$ cat src/rtl/core/conv3x3_gray_image_macros.svh
// assertion helpers, clocked on clk_i and disabled during reset
`ifndef CONV3X3_GRAY_IMAGE_MACROS_SVH
`define CONV3X3_GRAY_IMAGE_MACROS_SVH

// same-cycle implication
`define C3G_ASSERT_NOW(lbl, ante, cons, msg) \
  lbl: assert property (@(posedge clk_i) disable iff (!rst_ni) (ante) |-> (cons)) \
    else $error(msg);

// next-cycle implication
`define C3G_ASSERT_NEXT(lbl, ante, cons, msg) \
  lbl: assert property (@(posedge clk_i) disable iff (!rst_ni) (ante) |=> (cons)) \
    else $error(msg);

`endif

$ cat src/rtl/core/c3g_pkg.sv
package c3g_pkg;

  localparam int DEF_MAX_WIDTH = 1024;
  localparam int DEF_COEF_BITS = 12;
  localparam int MAX_HEIGHT    = 1024;

  localparam int PIX_BITS      = 8;
  localparam int SIZE_BITS     = 11;
  localparam int POS_BITS      = 10;
  localparam int COEF_REG_BITS = 36;
  localparam int SUM_BITS      = 24;
  localparam int CFG_IDX_BITS  = 3;
  localparam int CFG_DATA_BITS = 36;

  typedef enum logic [CFG_IDX_BITS-1:0] {
    REG_LINE_WIDTH   = 3'd0,
    REG_FRAME_HEIGHT = 3'd1,
    REG_COEF_TOP     = 3'd2,
    REG_COEF_MID     = 3'd3,
    REG_COEF_BOT     = 3'd4
  } c3g_reg_e;

  // line store pair: a holds row r-1, b holds row r-2
  typedef struct packed {
    logic [PIX_BITS-1:0] a;
    logic [PIX_BITS-1:0] b;
  } c3g_pix_pair_t;

  // [row][col] of the 3x3 window, col 0 is the leftmost
  typedef logic [2:0][2:0][PIX_BITS-1:0] c3g_win_t;

  typedef logic [2:0][COEF_REG_BITS-1:0] c3g_coef_rows_t;

endpackage

$ cat src/rtl/core/c3g_mac.sv
module c3g_mac import c3g_pkg::*; #(
  parameter int COEF_BITS = DEF_COEF_BITS
) (
  input  c3g_win_t                    win_i,
  input  c3g_coef_rows_t              coef_i,
  output logic signed [SUM_BITS-1:0]  sum_o
);

  localparam int CRW = 3 * COEF_BITS;
  localparam int PW  = COEF_BITS + PIX_BITS + 1;

  logic [2:0][CRW-1:0]        rows_ext;
  logic signed [PW-1:0]       prod [3][3];
  logic signed [SUM_BITS-1:0] row_sum [3];

  always_comb begin
    for (int k = 0; k < 3; k++) begin
      rows_ext[k] = CRW'(coef_i[k]);
      for (int j = 0; j < 3; j++) begin
        prod[k][j] = $signed(rows_ext[k][j*COEF_BITS +: COEF_BITS])
                   * $signed({1'b0, win_i[k][j]});
      end
      row_sum[k] = SUM_BITS'(prod[k][0]) + SUM_BITS'(prod[k][1]) + SUM_BITS'(prod[k][2]);
    end
    sum_o = row_sum[0] + row_sum[1] + row_sum[2];
  end

endmodule

$ cat config.mk
export PLATFORM = sky130hd
export DESIGN_NAME = c3g_mac
export DESIGN_NICKNAME = d
export VERILOG_FILES = /design/src/rtl/core/conv3x3_gray_image_macros.svh /design/src/rtl/core/c3g_pkg.sv /design/src/rtl/core/c3g_mac.sv
export SDC_FILE = /design/constraint.sdc
export NUM_CORES = 2
export LEC_CHECK = 0
export BUFFER_PORTS_ARGS = -buffer_cell sky130_fd_sc_hd__buf_2
export CAP_MARGIN = 20
export CELL_PAD_IN_SITES_DETAIL_PLACEMENT = 2
export CELL_PAD_IN_SITES_GLOBAL_PLACEMENT = 2
export CORE_UTILIZATION = 45
export DETAILED_ROUTE_END_ITERATION = 7
export PLACE_DENSITY_LB_ADDON = 0.1
export RECOVER_POWER = 25
export SLEW_MARGIN = 20
export SYNTH_ARGS = -nofsm -noshare
export SYNTH_HDL_FRONTEND = slang
export SYNTH_SLANG_ARGS = --single-unit
$ cat constraint.sdc
create_clock -name vclk -period 18.96
set_clock_uncertainty 0.05 [all_clocks]
set_input_delay 1.896 -clock vclk [all_inputs]
set_output_delay 1.896 -clock vclk [all_outputs]
set_load 0.02 [all_outputs]
* After elaboration in Yosys (flattened, before gate mapping)
Cells that the tools add are included.
** Storage, ports and cells
- Output and inout port bits :: 24
- Input bits :: 180
- Register bits after elaboration :: 0
- Latch bits :: 0
- Memories kept :: 0
- Bits in read-only memories :: 0
- Bits in writable memories :: 0
** Operators by class
- $lt $le $gt $ge :: 0
- Bitwise operators :: 0
- Shift-type cells :: 0
- Reductions and logical operators :: 0
- Multiply operators :: 9
- Mux-type cells :: 0
- Equality and inequality tests :: 0
- Div/mod/pow operators :: 0
- Add/subtract/negate cells :: 8
** Operators with widths (count)
- 12-bit by 9-bit multiplier with 21-bit output :: 9
- 22-bit by 21-bit adder with 23-bit output :: 3
- 21-bit by 21-bit adder with 22-bit output :: 3
- 23-bit by 23-bit adder with 24-bit output :: 1
- 24-bit by 23-bit adder with 24-bit output :: 1

* Longest topological paths before layout
- Depth in word-level cells :: 5
- Gate-level depth with buffers :: 28

* Worst setup path before layout
Ideal clock, no wire load.
- Path kind :: input to output
- Start :: in win_i[0] (netlist name)
- End :: out sum_o[18]
- Arrival :: 9.208 ns
- Cell stages on the path :: 26
- Path buffers :: 1
- Path slack :: 7.806 ns
- Path through :: clkbuf_1 > nand2_1 > inv_1 > fa_1 > inv_1 > fa_1 > inv_1 > fa_1 > inv_1 > fa_1 > inv_1 > fa_1 > inv_1 > fa_1 > fa_1 > inv_1 > fa_1 > fa_1 > inv_1 > fa_1 > inv_1 > ha_1 > and3_1 > a31o_2 > or3_1 > xor2_1
** On the way
- Word-level cells in the longest chain between the ends :: 5
** RTL lines
- from (decl) :: line c3g_mac.sv:4 : input c3g_win_t win_i,
- 12-bit by 9-bit multiplier with 21-bit output :: line c3g_mac.sv:21 : * $signed({1'b0, win_i[k][j]});
- 21-bit by 21-bit adder with 22-bit output :: line c3g_mac.sv:23 : row_sum[k] = SUM_BITS'(prod[k][0]) + SUM_BITS'(prod[k][1]) + SUM_BITS'(prod[k][2]);
- 22-bit by 21-bit adder with 23-bit output :: line c3g_mac.sv:23
- 23-bit by 23-bit adder with 24-bit output :: line c3g_mac.sv:25 : sum_o = row_sum[0] + row_sum[1] + row_sum[2];
- 24-bit by 23-bit adder with 24-bit output :: line c3g_mac.sv:25
- to (decl) :: line c3g_mac.sv:6 : output logic signed [SUM_BITS-1:0] sum_o
No other way between the ends.

* Final worst setup path
- Start :: in win_i[32] (netlist name)
- End :: out sum_o[22]
The elaborated chain is that of the path after synthesis.

==> impl_metrics.tcl <==
set metrics [dict create \
    cp.buffers_inverters 7 \
    drcViolationCount 0 \
    worst_ep_arrival_time_ps 10780 \
    finalSetupViolCount 0 \
    maxSlewViolCount 0 \
    syn_nets 5116 \
    time_the_worst_path_needs_with_i_o_delays_and_setup_ps 12720 \
    clkbuf_count 0 \
    area_taken_by_flip_flops_and_latches_um2 0 \
    run_status "finished, final reports clean" \
    synth.avg_cell_area_um2 9.54 \
    grt_max_degree 13 \
    gate_count_after_technology_mapping 3619 \
    routabilityCongestion 0.937 \
    worst_pin_slew_ps 724 \
    holdCritPathClass "in -> out" \
    start_util_pct 45.5 \
    globalRoute.totalOverflow 0 \
    area_growth_syn_to_layout_pct 5.88 \
    fp.dieH_um 279 \
    wire_length_of_the_first_global_routing_pass_um 186000 \
    seq_area_frac_synth_pct 0 \
    share_of_the_clock_period_used_by_the_worst_path_after_layout_pct 67.1 \
    num_antenna_cells 0 \
    dr_total_vias 24000 \
    yosysWarnings 0 \
    setup.worst_path.start_class "input pin" \
    slowest_cp_cell "sky130_fd_sc_hd__fa_1" \
    final-hold-violation-count 0 \
    worstPathCellList "clkbuf_1 -> nand2_1 -> inv_1 -> fa_1 -> inv_1 -> fa_1 -> fa_1 -> inv_1 -> fa_1 -> fa_1 -> fa_1 -> fa_1 -> fa_1 -> fa_1 -> inv_1 -> fa_1 -> inv_1 -> ha_1 -> and3_1 -> o211ai_1 -> a311oi_1 -> o31ai_2 -> o211ai_1 -> buf_2" \
    track_usage_pct 32.3 \
    finish.net_count 5249 \
    critPathRequiredTime_ps 17010 \
    num_rows 101 \
    hold_depth 5 \
    syn-cell-area_um2 34500 \
    critical_path_maximum_fanout 12 \
    fmax_ghz 0.0786 \
    ant_nets 0 \
    chipWidth_um 279 \
    crit_path_end_kind "primary output" \
    fp.dieArea_um2 77900 \
    route.final.wire_length_um 119000 \
    total_area_of_multi_input_combinational_cells_um2 29600 \
    grt_setup_unrepaired "false" \
    placement.io_buffers 204 \
    cts.repair_timing.setup_buffer_count 0 \
    critical_path_cell_count 24 \
    setup.worst_path.class "in -> out" \
    crit_path_frequent_cell "sky130_fd_sc_hd__fa_1" \
    maxSlewHeadroom_pct 51.7 \
    drv_cap 0 \
    design.portCount 204 \
    dr.first_iter.drc_count 860 \
    sequential_cell_count 0 \
    detail_route.vias_per_cell 5.01 \
    detail_route.wl_per_cell_um 25.0 \
    hpwl_um 113000 \
    post_cts_resized 0 \
    core_area_um2 75900 \
    count_of_hold_buffers_inserted_by_post_cts_repair 0 \
    cpLargestDelayFamily "adder cells" \
    drt_first_pass_iters 4 \
    ys_types 40 \
    number_of_antenna_violations_at_the_first_check_in_global_routing 11 \
    timing.critical_path.slowest_cell_delay_ps 650 \
    filler_cell_count 8181 \
    first_global_vias 30400 \
    post_route_cells_drive_above_1_share_pct 5.57 \
    totalNegativeSetupSlack_ps 0 \
]
## per-stage QoR
step                utilization, %  cells  setup WS [ps]  instance area, µm²  hold slack, ps
CTS                           48.2   4780           6380               36600            4670
finish                        48.1   4780           6240               36600            4640
floorplan                        -   3619           7810               34500            4180
detailed placement            48.2   4780           6400               36600            4670
global route                  48.1   4780           5990               36600            4710
global placement              48.2   4780           6720               36600            4650
## path summary, 6_finish.rpt
kind        from         to  slack [ps]
min   coef_i[72]   sum_o[1]        4640
max    win_i[32]  sum_o[22]        6240
## cell usage in the layout (no fill, tap or decap), types with 2 or more instances in the layout
master and instances:
sky130_fd_sc_hd__and2_1 499, sky130_fd_sc_hd__ha_1 286, sky130_fd_sc_hd__a311oi_1 2, sky130_fd_sc_hd__o21ai_0 6, sky130_fd_sc_hd__nand3_1 2, sky130_fd_sc_hd__and2b_1 2, sky130_fd_sc_hd__a21oi_2 3, sky130_fd_sc_hd__o211ai_1 2
sky130_fd_sc_hd__buf_2 199, sky130_fd_sc_hd__nand3b_1 2, sky130_fd_sc_hd__nor3_1 2, sky130_fd_sc_hd__xor2_1 7, sky130_fd_sc_hd__and3_1 3, sky130_fd_sc_hd__nand2_1 373, sky130_fd_sc_hd__a21o_1 8, sky130_fd_sc_hd__clkbuf_1 5
sky130_fd_sc_hd__nor2_1 10, sky130_fd_sc_hd__fa_1 1031, sky130_fd_sc_hd__o21a_1 4, sky130_fd_sc_hd__xnor2_1 30, sky130_fd_sc_hd__inv_1 1236, sky130_fd_sc_hd__a21oi_1 18
## cells by family after synthesis
family	share of synthesized area [%]
buffers and inverters	14.2
AO/OA/AOI/OAI	1.15
AND/OR/NAND/NOR	13.6
adder cells (fa/ha/maj)	70.1
XOR/XNOR	0.938
## area by class of cell
| cell class | count | share of cell area, % |
|---|---|---|
| Inverter | 1236 | 12.7 |
| Multi-Input combinational cell | 2310 | 81.0 |
| Tap cell | 1030 | 3.52 |
| Timing Repair Buffer | 204 | 2.78 |
## cell usage after synthesis (4+ instances only)
cell	n	area share [%]
sky130_fd_sc_hd__xor2_1	7	0.18
sky130_fd_sc_hd__xnor2_1	30	0.76
sky130_fd_sc_hd__and2_1	500	9.1
sky130_fd_sc_hd__ha_1	286	10
sky130_fd_sc_hd__fa_1	1031	60
sky130_fd_sc_hd__nor2_1	10	0.11
sky130_fd_sc_hd__clkbuf_1	73	0.79
sky130_fd_sc_hd__nand2_1	373	4.1
sky130_fd_sc_hd__a21o_1	8	0.17
sky130_fd_sc_hd__inv_1	1236	13
sky130_fd_sc_hd__o21a_1	4	0.087
sky130_fd_sc_hd__a21oi_1	18	0.26
sky130_fd_sc_hd__o21ai_0	6	0.087
## per-layer routing
metal | track usage [%] | routed length (µm)
met5 | 0 | 84
met2 | 59.7 | 63500
met1 | 41.4 | 49000
met3 | 2.32 | 3740
met4 | 6.68 | 3030
## tightest hold or removal path, stage by stage
cell and delay, ps:
sky130_fd_sc_hd__buf_2 170, sky130_fd_sc_hd__and2_1 170, sky130_fd_sc_hd__ha_1 180, sky130_fd_sc_hd__fa_1 200, sky130_fd_sc_hd__buf_2 170
Power is left out: the tool's default activity adds up to more than one toggle a clock period on the data nets, which glitch-free logic cannot reach.
